`src/hw/rtl/assert_macros.svh`:
```
// assertion macros used by the rtl of the thumb store unit
// clocked on i_clk; the first form is switched off while i_rst_n is low
`ifndef ASSERT_MACROS_SVH
`define ASSERT_MACROS_SVH

// checked only outside reset
`define ASSERT_CLKD(lbl, prop, msg) \
    lbl: assert property (@(posedge i_clk) disable iff (!i_rst_n) (prop)) \
        else $error(msg);

// checked at every edge, reset included
`define ASSERT_ANY(lbl, prop, msg) \
    lbl: assert property (@(posedge i_clk) (prop)) else $error(msg);

`endif

```
`src/hw/rtl/tsu_pkg.sv`:
```
// thumb store unit package: command and form codes, sizes, register numbers
// and the register file port structs; no dependencies
`default_nettype none

package tsu_pkg;

    localparam int DATA_W   = 32;
    localparam int RIDX_W   = 4;
    localparam int NUM_REGS = 10;

    localparam logic [1:0] CMD_WRITE = 2'd0;
    localparam logic [1:0] CMD_READ  = 2'd1;
    localparam logic [1:0] CMD_EXEC  = 2'd2;

    localparam logic [3:0] FORM_STMIA    = 4'd0;
    localparam logic [3:0] FORM_STR_IMM  = 4'd1;
    localparam logic [3:0] FORM_STR_REG  = 4'd2;
    localparam logic [3:0] FORM_STR_SP   = 4'd3;
    localparam logic [3:0] FORM_STRB_IMM = 4'd4;
    localparam logic [3:0] FORM_STRB_REG = 4'd5;
    localparam logic [3:0] FORM_STRH_IMM = 4'd6;
    localparam logic [3:0] FORM_STRH_REG = 4'd7;
    localparam logic [3:0] FORM_PUSH     = 4'd8;

    localparam logic [1:0] SIZE_BYTE = 2'd0;
    localparam logic [1:0] SIZE_HALF = 2'd1;
    localparam logic [1:0] SIZE_WORD = 2'd2;

    localparam logic KIND_WRITE = 1'b0;
    localparam logic KIND_READ  = 1'b1;

    localparam logic [RIDX_W-1:0] REG_SP = 4'd8;
    localparam logic [RIDX_W-1:0] REG_LR = 4'd9;

    typedef struct packed {
        logic              re;
        logic [RIDX_W-1:0] addr;
    } t_rf_rd;

    typedef struct packed {
        logic              we;
        logic [RIDX_W-1:0] addr;
        logic [DATA_W-1:0] data;
    } t_rf_wr;

    // index of the lowest set bit of a register list
    function automatic logic [2:0] lowest_reg(input logic [7:0] list);
        logic [2:0] idx;
        idx = 3'd0;
        for (int i = 7; i >= 0; i--) begin
            if (list[i]) begin
                idx = 3'(i);
            end
        end
        return idx;
    endfunction

endpackage

`default_nettype wire

```
`src/hw/rtl/tsu_if.sv`:
```
// request and response channel interfaces of the thumb store unit
// valid/ready handshake with the payload fields; no dependencies
`default_nettype none

interface tsu_in_if;
    logic        valid;
    logic        ready;
    logic [1:0]  command;
    logic [3:0]  store_form;
    logic [15:0] instruction_code;
    logic [3:0]  reg_select;
    logic [31:0] reg_value;
    logic [8:0]  abort_mask;

    modport source (
        output valid, command, store_form, instruction_code, reg_select,
               reg_value, abort_mask,
        input  ready
    );
    modport sink (
        input  valid, command, store_form, instruction_code, reg_select,
               reg_value, abort_mask,
        output ready
    );
endinterface

interface tsu_out_if;
    logic        valid;
    logic        ready;
    logic        result_kind;
    logic [31:0] address;
    logic [31:0] data;
    logic [1:0]  access_size;
    logic        aborted;
    logic        last;

    modport source (
        output valid, result_kind, address, data, access_size, aborted, last,
        input  ready
    );
    modport sink (
        input  valid, result_kind, address, data, access_size, aborted, last,
        output ready
    );
endinterface

`default_nettype wire

```
`src/hw/rtl/tsu_regfile.sv`:
```
// register file of r0-r7, sp and lr: one write port, one registered read port
// entries read as zero until first written; uses tsu_pkg
`default_nettype none

module tsu_regfile (
    input  wire logic                          i_clk,
    input  wire logic                          i_rst_n,
    input  wire tsu_pkg::t_rf_rd               i_rd,
    input  wire tsu_pkg::t_rf_wr               i_wr,
    output logic [tsu_pkg::DATA_W-1:0]         o_rdata
);

    logic [tsu_pkg::DATA_W-1:0]   r_mem [0:tsu_pkg::NUM_REGS-1];
    logic [tsu_pkg::NUM_REGS-1:0] r_valid;
    logic [tsu_pkg::DATA_W-1:0]   r_rdata;
    logic                         wr_hit;
    logic                         rd_hit;

    assign wr_hit = i_wr.we && (i_wr.addr < tsu_pkg::RIDX_W'(tsu_pkg::NUM_REGS));
    assign rd_hit = i_rd.addr < tsu_pkg::RIDX_W'(tsu_pkg::NUM_REGS);

    always_ff @(posedge i_clk) begin
        if (wr_hit) begin
            r_mem[i_wr.addr] <= i_wr.data;
        end
    end

    always_ff @(posedge i_clk) begin
        if (!i_rst_n) begin
            r_valid <= '0;
        end else if (wr_hit) begin
            r_valid[i_wr.addr] <= 1'b1;
        end
    end

    // unknown register numbers and unwritten entries read as zero
    always_ff @(posedge i_clk) begin
        if (i_rd.re) begin
            if (rd_hit && r_valid[i_rd.addr]) begin
                r_rdata <= r_mem[i_rd.addr];
            end else begin
                r_rdata <= '0;
            end
        end
    end

    assign o_rdata = r_rdata;

endmodule

`default_nettype wire

```
`src/hw/rtl/thumb_store_unit_core.sv`:
```
// thumb store unit top level: sequencer, shared address adder, output register
// uses tsu_pkg, tsu_if, tsu_regfile and assert_macros.svh
`default_nettype none

// Requests write or read r0-r7, sp (8) and lr (9), or execute a Thumb store.
// All register values pass through one read port of the register file, and
// all address arithmetic through one 32-bit adder. A register write gives no
// reply; a register read replies with the value from the registered read
// port. A single STR, STRB or STRH runs base read, offset read, address add,
// then the write request. STMIA and PUSH, after the same setup, issue one
// memory write per cycle while the response channel is ready, up to nine; an
// abort ends the sequence at the refused write with no base or sp update. A
// new request is taken only when the previous one has finished.

`include "assert_macros.svh"

module thumb_store_unit_core (
    input  wire logic  i_clk,
    input  wire logic  i_rst_n,
    tsu_in_if.sink     i_req,
    tsu_out_if.source  o_rsp
);

    typedef enum logic [5:0] {
        S_IDLE   = 6'b000001,
        S_REPLY  = 6'b000010,
        S_OPB    = 6'b000100,
        S_OPC    = 6'b001000,
        S_SINGLE = 6'b010000,
        S_MULTI  = 6'b100000
    } t_state;

    t_state                     r_state, n_state;
    logic [3:0]                 r_form, n_form;
    logic [10:0]                r_code, n_code;
    logic [8:0]                 r_mask, n_mask;
    logic [31:0]                r_base, n_base;
    logic [31:0]                r_addr, n_addr;
    logic [31:0]                r_start, n_start;
    logic [7:0]                 r_list, n_list;
    logic                       r_lr, n_lr;
    logic [3:0]                 r_k, n_k;

    logic                       r_ov, n_ov;
    logic                       r_o_kind, n_o_kind;
    logic [31:0]                r_o_addr, n_o_addr;
    logic [31:0]                r_o_data, n_o_data;
    logic [1:0]                 r_o_size, n_o_size;
    logic                       r_o_ab, n_o_ab;
    logic                       r_o_last, n_o_last;

    tsu_pkg::t_rf_rd            rf_rd;
    tsu_pkg::t_rf_wr            rf_wr;
    logic [31:0]                rf_rdata;

    logic [31:0]                add_a, add_b, add_sum;
    logic                       add_cin;

    logic                       req_acc;
    logic                       o_free;
    logic [4:0]                 imm5;
    logic [3:0]                 push_cnt;
    logic [5:0]                 push_span;
    logic [7:0]                 rest_list;
    logic                       more;
    logic                       mput_ab;
    logic                       mput_last;
    logic                       is_multi;

    tsu_regfile u_regfile (
        .i_clk   (i_clk),
        .i_rst_n (i_rst_n),
        .i_rd    (rf_rd),
        .i_wr    (rf_wr),
        .o_rdata (rf_rdata)
    );

    assign i_req.ready = (r_state == S_IDLE);
    assign req_acc     = i_req.valid && i_req.ready;
    assign o_free      = !r_ov || o_rsp.ready;

    assign imm5      = r_code[10:6];
    assign push_cnt  = 4'($countones(r_code[7:0])) + {3'd0, r_code[8]};
    assign push_span = {push_cnt, 2'b00};
    assign is_multi  = (r_form == tsu_pkg::FORM_STMIA) || (r_form == tsu_pkg::FORM_PUSH);

    // multiple store bookkeeping: current register is the lowest list bit, else lr
    assign rest_list = r_list & (r_list - 8'd1);
    assign more      = (rest_list != 8'd0) || ((r_list != 8'd0) && r_lr);
    assign mput_ab   = r_mask[r_k];
    assign mput_last = mput_ab || !more;

    // shared address adder
    always_comb begin
        add_a   = r_base;
        add_b   = 32'd0;
        add_cin = 1'b0;
        if (r_state == S_MULTI) begin
            add_a = r_addr;
            add_b = 32'd4;
        end else begin
            case (r_form)
                tsu_pkg::FORM_STR_IMM:  add_b = {25'd0, imm5, 2'b00};
                tsu_pkg::FORM_STR_SP:   add_b = {22'd0, r_code[7:0], 2'b00};
                tsu_pkg::FORM_STRB_IMM: add_b = {27'd0, imm5};
                tsu_pkg::FORM_STRH_IMM: add_b = {26'd0, imm5, 1'b0};
                tsu_pkg::FORM_STR_REG,
                tsu_pkg::FORM_STRB_REG,
                tsu_pkg::FORM_STRH_REG: add_b = rf_rdata;
                tsu_pkg::FORM_PUSH: begin
                    add_b   = ~{26'd0, push_span};
                    add_cin = 1'b1;
                end
                default:                add_b = 32'd0;
            endcase
        end
        add_sum = add_a + add_b + {31'd0, add_cin};
    end

    always_comb begin
        n_state   = r_state;
        n_form    = r_form;
        n_code    = r_code;
        n_mask    = r_mask;
        n_base    = r_base;
        n_addr    = r_addr;
        n_start   = r_start;
        n_list    = r_list;
        n_lr      = r_lr;
        n_k       = r_k;
        n_ov      = r_ov && !o_rsp.ready;
        n_o_kind  = r_o_kind;
        n_o_addr  = r_o_addr;
        n_o_data  = r_o_data;
        n_o_size  = r_o_size;
        n_o_ab    = r_o_ab;
        n_o_last  = r_o_last;
        rf_rd     = '{re: 1'b0, addr: tsu_pkg::RIDX_W'(0)};
        rf_wr     = '{we: 1'b0, addr: tsu_pkg::RIDX_W'(0), data: 32'd0};

        case (r_state)
            S_IDLE: begin
                if (req_acc) begin
                    n_form = i_req.store_form;
                    n_code = i_req.instruction_code[10:0];
                    n_mask = i_req.abort_mask;
                    case (i_req.command)
                        tsu_pkg::CMD_WRITE: begin
                            rf_wr = '{we: 1'b1, addr: i_req.reg_select,
                                      data: i_req.reg_value};
                        end
                        tsu_pkg::CMD_READ: begin
                            rf_rd   = '{re: 1'b1, addr: i_req.reg_select};
                            n_state = S_REPLY;
                        end
                        tsu_pkg::CMD_EXEC: begin
                            if (i_req.store_form <= tsu_pkg::FORM_PUSH) begin
                                rf_rd.re = 1'b1;
                                if (i_req.store_form == tsu_pkg::FORM_STMIA) begin
                                    rf_rd.addr = {1'b0, i_req.instruction_code[10:8]};
                                end else if (i_req.store_form inside
                                             {tsu_pkg::FORM_STR_SP, tsu_pkg::FORM_PUSH}) begin
                                    rf_rd.addr = tsu_pkg::REG_SP;
                                end else begin
                                    rf_rd.addr = {1'b0, i_req.instruction_code[5:3]};
                                end
                                n_state = S_OPB;
                            end
                        end
                        default: begin
                            n_state = S_IDLE;
                        end
                    endcase
                end
            end

            S_REPLY: begin
                if (o_free) begin
                    n_ov     = 1'b1;
                    n_o_kind = tsu_pkg::KIND_READ;
                    n_o_addr = 32'd0;
                    n_o_data = rf_rdata;
                    n_o_size = tsu_pkg::SIZE_WORD;
                    n_o_ab   = 1'b0;
                    n_o_last = 1'b1;
                    n_state  = S_IDLE;
                end
            end

            S_OPB: begin
                n_base  = rf_rdata;
                rf_rd   = '{re: 1'b1, addr: {1'b0, r_code[8:6]}};
                n_state = S_OPC;
            end

            S_OPC: begin
                n_addr  = add_sum;
                n_start = add_sum;
                n_list  = r_code[7:0];
                n_lr    = (r_form == tsu_pkg::FORM_PUSH) && r_code[8];
                n_k     = 4'd0;
                if (is_multi) begin
                    if ((r_code[7:0] == 8'd0) && !n_lr) begin
                        n_state = S_IDLE;
                    end else begin
                        rf_rd.re   = 1'b1;
                        rf_rd.addr = (r_code[7:0] != 8'd0)
                                   ? {1'b0, tsu_pkg::lowest_reg(r_code[7:0])}
                                   : tsu_pkg::REG_LR;
                        n_state    = S_MULTI;
                    end
                end else begin
                    rf_rd.re   = 1'b1;
                    rf_rd.addr = (r_form == tsu_pkg::FORM_STR_SP) ? {1'b0, r_code[10:8]}
                                                                   : {1'b0, r_code[2:0]};
                    n_state    = S_SINGLE;
                end
            end

            S_SINGLE: begin
                if (o_free) begin
                    n_ov     = 1'b1;
                    n_o_kind = tsu_pkg::KIND_WRITE;
                    n_o_addr = r_addr;
                    n_o_ab   = r_mask[0];
                    n_o_last = 1'b1;
                    if (r_form inside {tsu_pkg::FORM_STRB_IMM, tsu_pkg::FORM_STRB_REG}) begin
                        n_o_size = tsu_pkg::SIZE_BYTE;
                        n_o_data = {24'd0, rf_rdata[7:0]};
                    end else if (r_form inside
                                 {tsu_pkg::FORM_STRH_IMM, tsu_pkg::FORM_STRH_REG}) begin
                        n_o_size = tsu_pkg::SIZE_HALF;
                        n_o_data = r_addr[0] ? 32'd0 : {16'd0, rf_rdata[15:0]};
                    end else begin
                        n_o_size = tsu_pkg::SIZE_WORD;
                        n_o_data = (r_addr[1:0] != 2'b00) ? 32'd0 : rf_rdata;
                    end
                    n_state = S_IDLE;
                end
            end

            S_MULTI: begin
                if (o_free) begin
                    n_ov     = 1'b1;
                    n_o_kind = tsu_pkg::KIND_WRITE;
                    n_o_addr = r_addr;
                    n_o_data = rf_rdata;
                    n_o_size = tsu_pkg::SIZE_WORD;
                    n_o_ab   = mput_ab;
                    n_o_last = mput_last;
                    n_addr   = add_sum;
                    n_k      = r_k + 4'd1;
                    if (r_list != 8'd0) begin
                        n_list = rest_list;
                    end else begin
                        n_lr = 1'b0;
                    end
                    if (mput_last) begin
                        // base or sp written back only when no write was refused
                        if (!mput_ab) begin
                            rf_wr.we = 1'b1;
                            if (r_form == tsu_pkg::FORM_PUSH) begin
                                rf_wr.addr = tsu_pkg::REG_SP;
                                rf_wr.data = r_start;
                            end else begin
                                rf_wr.addr = {1'b0, r_code[10:8]};
                                rf_wr.data = add_sum;
                            end
                        end
                        n_state = S_IDLE;
                    end else begin
                        rf_rd.re   = 1'b1;
                        rf_rd.addr = (rest_list != 8'd0)
                                   ? {1'b0, tsu_pkg::lowest_reg(rest_list)}
                                   : tsu_pkg::REG_LR;
                    end
                end
            end

            default: begin
                n_state = S_IDLE;
            end
        endcase
    end

    always_ff @(posedge i_clk) begin
        if (!i_rst_n) begin
            r_state <= S_IDLE;
            r_ov    <= 1'b0;
        end else begin
            r_state <= n_state;
            r_ov    <= n_ov;
        end
    end

    always_ff @(posedge i_clk) begin
        r_form   <= n_form;
        r_code   <= n_code;
        r_mask   <= n_mask;
        r_base   <= n_base;
        r_addr   <= n_addr;
        r_start  <= n_start;
        r_list   <= n_list;
        r_lr     <= n_lr;
        r_k      <= n_k;
        r_o_kind <= n_o_kind;
        r_o_addr <= n_o_addr;
        r_o_data <= n_o_data;
        r_o_size <= n_o_size;
        r_o_ab   <= n_o_ab;
        r_o_last <= n_o_last;
    end

    assign o_rsp.valid       = r_ov;
    assign o_rsp.result_kind = r_o_kind;
    assign o_rsp.address     = r_o_addr;
    assign o_rsp.data        = r_o_data;
    assign o_rsp.access_size = r_o_size;
    assign o_rsp.aborted     = r_o_ab;
    assign o_rsp.last        = r_o_last;

    `ASSERT_ANY(a_rst_idle, !i_rst_n |=> (r_state == S_IDLE) && !r_ov, "reset not taken")
    `ASSERT_CLKD(a_k_range, (r_state == S_MULTI) |-> (r_k <= 4'd8), "write count past nine")
    `ASSERT_CLKD(a_multi_work, (r_state == S_MULTI) |-> ((r_list != 8'd0) || r_lr), "no register left")
    `ASSERT_CLKD(a_multi_end, (r_state == S_MULTI) && o_free && mput_last |=> (r_state == S_IDLE), "store did not end")
    `ASSERT_CLKD(a_abort_last, r_ov && r_o_ab |-> r_o_last, "aborted write not last")

endmodule

`default_nettype wire
```
`src/flat_wrapper.sv`:
```
// flat-port wrapper written by rule: the top's interface ports become plain ports
module thumb_store_unit_core_flat 
  (i_clk, i_rst_n, i_req_valid, i_req_command, i_req_store_form, i_req_instruction_code, i_req_reg_select, i_req_reg_value, i_req_abort_mask, i_req_ready, o_rsp_valid, o_rsp_result_kind, o_rsp_address, o_rsp_data, o_rsp_access_size, o_rsp_aborted, o_rsp_last, o_rsp_ready);
  tsu_in_if i_req_i ();
  tsu_out_if o_rsp_i ();
  input  wire logic i_clk;
  input  wire logic i_rst_n;
  input wire logic [$bits(i_req_i.valid)-1:0] i_req_valid;
  input wire logic [$bits(i_req_i.command)-1:0] i_req_command;
  input wire logic [$bits(i_req_i.store_form)-1:0] i_req_store_form;
  input wire logic [$bits(i_req_i.instruction_code)-1:0] i_req_instruction_code;
  input wire logic [$bits(i_req_i.reg_select)-1:0] i_req_reg_select;
  input wire logic [$bits(i_req_i.reg_value)-1:0] i_req_reg_value;
  input wire logic [$bits(i_req_i.abort_mask)-1:0] i_req_abort_mask;
  output wire logic [$bits(i_req_i.ready)-1:0] i_req_ready;
  output wire logic [$bits(o_rsp_i.valid)-1:0] o_rsp_valid;
  output wire logic [$bits(o_rsp_i.result_kind)-1:0] o_rsp_result_kind;
  output wire logic [$bits(o_rsp_i.address)-1:0] o_rsp_address;
  output wire logic [$bits(o_rsp_i.data)-1:0] o_rsp_data;
  output wire logic [$bits(o_rsp_i.access_size)-1:0] o_rsp_access_size;
  output wire logic [$bits(o_rsp_i.aborted)-1:0] o_rsp_aborted;
  output wire logic [$bits(o_rsp_i.last)-1:0] o_rsp_last;
  input wire logic [$bits(o_rsp_i.ready)-1:0] o_rsp_ready;
  assign i_req_i.valid = i_req_valid;
  assign i_req_i.command = i_req_command;
  assign i_req_i.store_form = i_req_store_form;
  assign i_req_i.instruction_code = i_req_instruction_code;
  assign i_req_i.reg_select = i_req_reg_select;
  assign i_req_i.reg_value = i_req_reg_value;
  assign i_req_i.abort_mask = i_req_abort_mask;
  assign i_req_ready = i_req_i.ready;
  assign o_rsp_valid = o_rsp_i.valid;
  assign o_rsp_result_kind = o_rsp_i.result_kind;
  assign o_rsp_address = o_rsp_i.address;
  assign o_rsp_data = o_rsp_i.data;
  assign o_rsp_access_size = o_rsp_i.access_size;
  assign o_rsp_aborted = o_rsp_i.aborted;
  assign o_rsp_last = o_rsp_i.last;
  assign o_rsp_i.ready = o_rsp_ready;
  thumb_store_unit_core u_core (.i_clk(i_clk), .i_rst_n(i_rst_n), .i_req(i_req_i), .o_rsp(o_rsp_i));
endmodule
```
`config.mk`:
```
export PLATFORM = sky130hd
export DESIGN_NAME = thumb_store_unit_core_flat
export DESIGN_NICKNAME = d
export VERILOG_FILES = /design/src/hw/rtl/tsu_pkg.sv /design/src/hw/rtl/tsu_if.sv /design/src/hw/rtl/tsu_regfile.sv /design/src/hw/rtl/thumb_store_unit_core.sv /design/src/flat_wrapper.sv
export VERILOG_INCLUDE_DIRS = /design/src /design/src/hw/rtl
export SDC_FILE = /design/constraint.sdc
export NUM_CORES = 1
export LEC_CHECK = 0
export BUFFER_PORTS_ARGS = -buffer_cell sky130_fd_sc_hd__clkbuf_2
export CAP_MARGIN = 20
export CELL_PAD_IN_SITES_DETAIL_PLACEMENT = 1
export CELL_PAD_IN_SITES_GLOBAL_PLACEMENT = 2
export CORE_MARGIN = 10
export CORE_UTILIZATION = 30
export CTS_CLUSTER_DIAMETER = 80
export CTS_CLUSTER_SIZE = 40
export DETAILED_ROUTE_END_ITERATION = 16
export GPL_TIMING_DRIVEN = 0
export PLACE_DENSITY = 0.69
export SYNTH_ARGS = -nofsm -noshare
export SYNTH_HDL_FRONTEND = slang
export SYNTH_SLANG_ARGS = --single-unit
```
`constraint.sdc`:
```
create_clock -name i_clk -period 5.5 [get_ports i_clk]
set_clock_uncertainty 0.15 [all_clocks]
set_input_delay 0.825 -clock i_clk [delete_from_list [all_inputs] [get_ports i_clk]]
set_output_delay 0.825 -clock i_clk [all_outputs]
set_load 0.05 [all_outputs]
```
# Word-level counts from Yosys, hierarchy flattened
# Memories as Yosys holds them, arrays and structs flattened. A register that Yosys moved wholly into a read port is not among the register bits.
# Cells that the tools add are included.
[totals]
ff_bits = 219
ramBits = 320
output_inout_bits = 71
n_memories = 1
[memory_table]
columns = ["name", "depth", "word_bits", "read_ports", "rd_ports_with_merged_regs", "write_ports", "line_no", "text"]
rows = [
  ["u_core.u_regfile.r_mem", 10, 32, 1, 1, 1, "tsu_regfile.sv:13", "logic [tsu_pkg::DATA_W-1:0] r_mem [0:tsu_pkg::NUM_REGS-1];"],
]
[classes]
addsub = 12
n_lt_le_gt_ge = 7
eq_ne = 30
n_mux = 93
bitwise = 3
reduce_logical = 47
[ops]
columns = ["operator", "count"]
rows = [
  ["$mux 32", 10],
  ["$pmux 32 s2", 3],
  ["$pmux 32 s6", 1],
  ["$mux 37", 5],
  ["$pmux 37 s2", 1],
  ["$mux 3", 17],
  ["$mux 6", 7],
  ["$mux 36", 1],
  ["$add 32x1->32", 1],
  ["$add 32x32->32", 1],
  ["$not 6->32", 1],
  ["$mux 5", 6],
  ["$pmux 6 s5", 1],
  ["$reduce_bool 8->1", 3],
  ["$mux 4", 5],
  ["$pmux 5 s4", 1],
  ["$pmux 6 s3", 1],
  ["$eq 4x3->1 const B", 4],
  ["$mux 1", 16],
  ["$mux 16", 1],
  ["$mux 8", 2],
  ["$pmux 8 s2", 1],
  ["$reduce_bool 2->1", 8],
  ["$lt 4x5->1 const B", 3],
  ["45 further kinds", 92],
]

# Longest topological paths before layout
[logic_depth]
word_depth = 19
ltp_mapped = 24

# Modules after synthesis
# Synthesis repeated with hierarchy kept, for this count alone.
[hier_totals]
hier_cells = 1653
area_unflattened_um2 = 25096.6
[modules_own_cells]
columns = ["mod", "n_inst", "cells_per_inst", "area_each_um2", "seq_area_each_um2"]
rows = [
  ["tsu_regfile", 1, 551, 13565.5, 10770.3],
  ["thumb_store_unit_core", 1, 1102, 11531.1, 6206.0],
]

# Worst setup path after synthesis
# OpenSTA, ideal clock, no wires.
[synth_path]
path_type = "flip-flop to flip-flop"
from = "reg u_core.r_code[6]"
to = "mem u_core.u_regfile.r_mem[0][22] in the netlist's numbering, data pin"
setup_ns = 0.284
arrival_ns = 5.196
required_time_ns = 5.066
path_slack_ns = -0.130
path_stages_with_launch = 23
cell_sequence = "edfxtp_1 inv_1 ha_1 fa_1 fa_1 ha_1 fa_1 nor3_1 a31oi_1 o21ai_0 a21oi_1 nor2_1 ha_1 o21ai_0 nand2b_1 a31oi_1 a2bb2oi_1 a221o_1 a21o_1 a21oi_1 xnor2_1 mux2i_1 o21ai_0"
[synth_lines]
columns = ["element", "line_no", "text"]
rows = [
  ["start: declaration", "thumb_store_unit_core.sv:35", "logic [10:0] r_code, n_code;"],
  ["start signal: assignment", "thumb_store_unit_core.sv:298", "r_code <= n_code;"],
  ["end: declaration", "tsu_regfile.sv:13", ""],
]

==> impl_metrics.toml <==
[layout]
area_growth_pct = 20.3
drive_gt1_frac = 0.230
fill_cells = 8835
fin_nets = 2350

[cts]
cts_buffers = 28
cts_max_path_buffers = 3
cts-root-buf = "clkbuf_16"
clk_pin_slew_ns = 0.11
htree_levels = 1
cts_hold_buf = 0
clk_latency_ns = 0.64
clkSinkCount = 571
cts_tree = "yes"

[logic_synthesis]
async_reset_ff_frac = 0
synth_cell_types = 82
synthTopCellsByCount = "554 x edfxtp_1, 312 x nand2_1, 116 x mux2i_1"
yosysTopAreaCell = "edfxtp_1"
synth_area_sq_um = 25500
synthFlopType = "edfxtp_1"
synth.avg_cell_area_sq_um = 13.0
synth_area_leaders = "edfxtp_1 65%, nand2_1 4.6%, mux2i_1 4.5%, ha_1 2.3%, a21oi_1 2.1%"
synth_top_area_share = 0.652
ys_seq_area_frac = 0.665
yosysMostFrequentCell = "edfxtp_1"
synth-seq-cells = 571
synth-warning-count = 0
synth_fp_nets = 2082
synth_edf_count = 554
synthCells = 1958

[pwr]
p_leak_nw = 11.2
p_switching_mw = 2.37
p_per_area_nw_per_um2 = 283
power.share.combinational = 0.125
p_seq_frac = 0.561
cellInternalPower_mw = 6.33
p_total_mw = 8.70
clkPwrFrac = 0.314
peakVddDrop_v = 0.000232
p_sw_frac = 0.273

[detailed_routing]
drtAntennaViolNets = 0
via_per_inst = 5.15
drc = 0
drt_iter0_drc = 1367
wl_microns = 87200
vias = 17419
wl_per_cell_microns = 25.8
first_pass_iters = 5

[floorplan]
io-pin-count = 142
rows = 106
dieArea_sq_um = 97200
core-area_sq_um = 84000
initial_core_util = 0.304
die_h_microns = 312
die_w_microns = 312

[worst_setup_path]
cp_max_fo = 5
cp_top_family = "adder cells"
worst-path-buf-inv = 6
worstPathRequired_ns = 5.75
worst_path_largest_cell_delay_ns = 0.75
worstPathArrival_ns = 6.12
endpoint_kind = "flip-flop"
path_class = "flip-flop to flip-flop"
crit_path_start_kind = "flip-flop"
cp_slowest_cell = "a222oi_1"
path_cells = "ha_2, inv_2, fa_1, fa_1, inv_1, ha_2, fa_2, o21ai_2, a21oi_1, nor2_1, ha_4, buf_6, o211ai_1, nand2_2, o21ai_4, o211ai_1, buf_4, a21oi_4, nor2_4, a31oi_4, xnor2_4, a222oi_1, inv_2, buf_6"

[placement]
io_buffer_count = 136
hpwlAfterDp_microns = 62100
routabilityCongestion = 0.838

[sta]
slew_headroom = 0.263
fin_crit_ns = 5.87
tightest_slew_ns = 1.10
setup_violations = 95
fmax_mhz = 170
report.final.slew_viol_count = 0
holdWs_ns = 0.221
rsz0062_at_grt = "yes"
setup_slack_ns = -0.366
hold_viol = 0
period_share = 1.07

[status]
outcome = "finished with violations"
violations = "setup timing"

[grt]
antenna_found_initial = 4
grt_pass1_vias = 18075
grt_max_degree = 35
grt-ovfl-total = 0
globalRouteTotalUtil = 0.171
grt_pass1_wl_microns = 125000

[run]
maxCapViolations = 0

[worst_hold_path]
worstHoldPathType = "input pin to flip-flop"
==> flip-flops by register name, summed over array words and instances (netlist names), 11 cells and up <==
signal / cells
u_core.u_regfile.r_mem: 320
u_core.o_rsp.address: 32
u_core.o_rsp.data: 32
u_core.r_addr: 32
u_core.r_base: 32
u_core.r_start: 32
u_core.u_regfile.o_rdata: 32
u_core.r_code: 11
==> area by class of cell <==
class                      instances  area, sq um  area share
timing repair buffer             234         1750      0.0570
tap                             1134         1420      0.0462
multi-input combinational       1247         8790       0.286
clock buffer                      29          704      0.0229
clock inverter                    23          378      0.0123
timing repair inverter             3         22.5    0.000733
antenna                            2         5.00    0.000163
inverter                          40          160     0.00522
buffer                           101          495      0.0161
sequential                       571        17000       0.553
==> timing repair <==
item                                    in CTS  in global routing
buffers inserted                            45                 18
hold endpoints to repair                     0                  0
pin swaps                                   49                 39
gates cloned                                 7                  3
resized for setup                          150                 64
endpoints found under the setup margin     352                283
==> path summary, 6_finish.rpt <==
path                            depth (start not counted)  slack [ns]                                  endpoint                                     start
worst max-delay path                                   24       -0.37   u_core.u_regfile.r_mem[3][25]$_DFFE_PP_                u_core.r_code[2]$_DFFE_PP_
worst min-delay path                                    1        0.22                u_core.r_mask[4]$_DFFE_PP_                       i_req_abort_mask[4]
worst max register to register                         24       -0.37   u_core.u_regfile.r_mem[3][25]$_DFFE_PP_                u_core.r_code[2]$_DFFE_PP_
worst min register to register                          1        0.33  u_core.u_regfile.r_valid[8]$_SDFFE_PN0P_  u_core.u_regfile.r_valid[8]$_SDFFE_PN0P_
==> metrics by stage <==
step           area, sq um   util  std cells  TNS [ns]  setup slack, ns
3_5_place_dp         28100  0.335       3257   -338.88            -1.76
5_1_grt              30700  0.366       3382    -43.27           -0.589
3_3_place_gp         27600  0.329       3228   -785.92            -2.09
4_1_cts              30200  0.360       3360    -31.29           -0.487
6_report             30700  0.366       3384    -18.01           -0.366
2_1_floorplan        25500      -       1958         0           0.0577
==> cell families (layout without fill, tap and decap cells) <==
group           after synthesis  count (layout)  share of synthesized area
compound gates              402             405                      0.106
mux                         120             120                     0.0481
xor+xnor                     35              35                     0.0120
fa+ha+maj                    55              55                     0.0288
flops                       571             571                      0.665
simple gates                631             632                      0.115
buf+inv                     144             430                     0.0251
other cells                   0               2                          0
==> power groups by stage <==
stage | Clock (mW) | Combinational, mW | Sequential [mW]
finish | 2.74 | 1.09 | 4.88
global route | 2.95 | 1.16 | 4.88
CTS | 2.79 | 1.01 | 4.88
detailed placement | 0 | 0.870 | 4.98
global placement | 0 | 0.834 | 4.99
floorplan | 0 | 0.510 | 4.96
==> worst reg2reg max path, cell delays in order, from the launching register on <==
cell      delay [ns]
edfxtp_1        0.52
ha_2            0.25
inv_2           0.05
fa_1            0.43
fa_1            0.49
inv_1           0.05
ha_2            0.17
fa_2            0.55
o21ai_2         0.06
a21oi_1         0.15
nor2_1          0.09
ha_4            0.18
buf_6           0.12
o211ai_1        0.22
nand2_2         0.10
o21ai_4         0.09
o211ai_1        0.11
buf_4           0.18
a21oi_4         0.16
nor2_4          0.07
a31oi_4         0.24
xnor2_4         0.14
a222oi_1        0.76
inv_2           0.14
buf_6           0.17
==> placed cells by master (no fill, tap or decap), types with 11 or more instances in the layout <==
| cell type | instances |
|---|---|
| clkbuf_1 | 46 |
| nor2_2 | 21 |
| a41oi_1 | 16 |
| inv_2 | 11 |
| mux2i_1 | 105 |
| buf_2 | 26 |
| a32oi_1 | 13 |
| clkbuf_16 | 28 |
| ha_1 | 38 |
| edfxtp_1 | 554 |
| a21oi_2 | 19 |
| nor3_1 | 23 |
| o21ai_0 | 55 |
| nor2_1 | 75 |
| inv_1 | 26 |
| a22oi_1 | 15 |
| o21ai_4 | 12 |
| nand2_1 | 306 |
| and2_1 | 35 |
| buf_12 | 11 |
| clkbuf_2 | 148 |
| o21a_1 | 17 |
| o22ai_1 | 35 |
| buf_6 | 29 |
| buf_4 | 59 |
| nor2b_1 | 44 |
| nand3_1 | 45 |
| nor2_4 | 15 |
| a21oi_1 | 100 |
| dfxtp_1 | 17 |
| a21o_1 | 29 |
==> layer usage <==
layer / GRT usage / vias up / part of all wire
li1: - / 7822 / -
met5: 0 / - / 0
met1: 0.228 / 9013 / 0.44
met2: 0.289 / 504 / 0.48
met3: 0.0271 / 80 / 0.057
met4: 0.0395 / 0 / 0.020
Power figures use the tool's default switching activity.
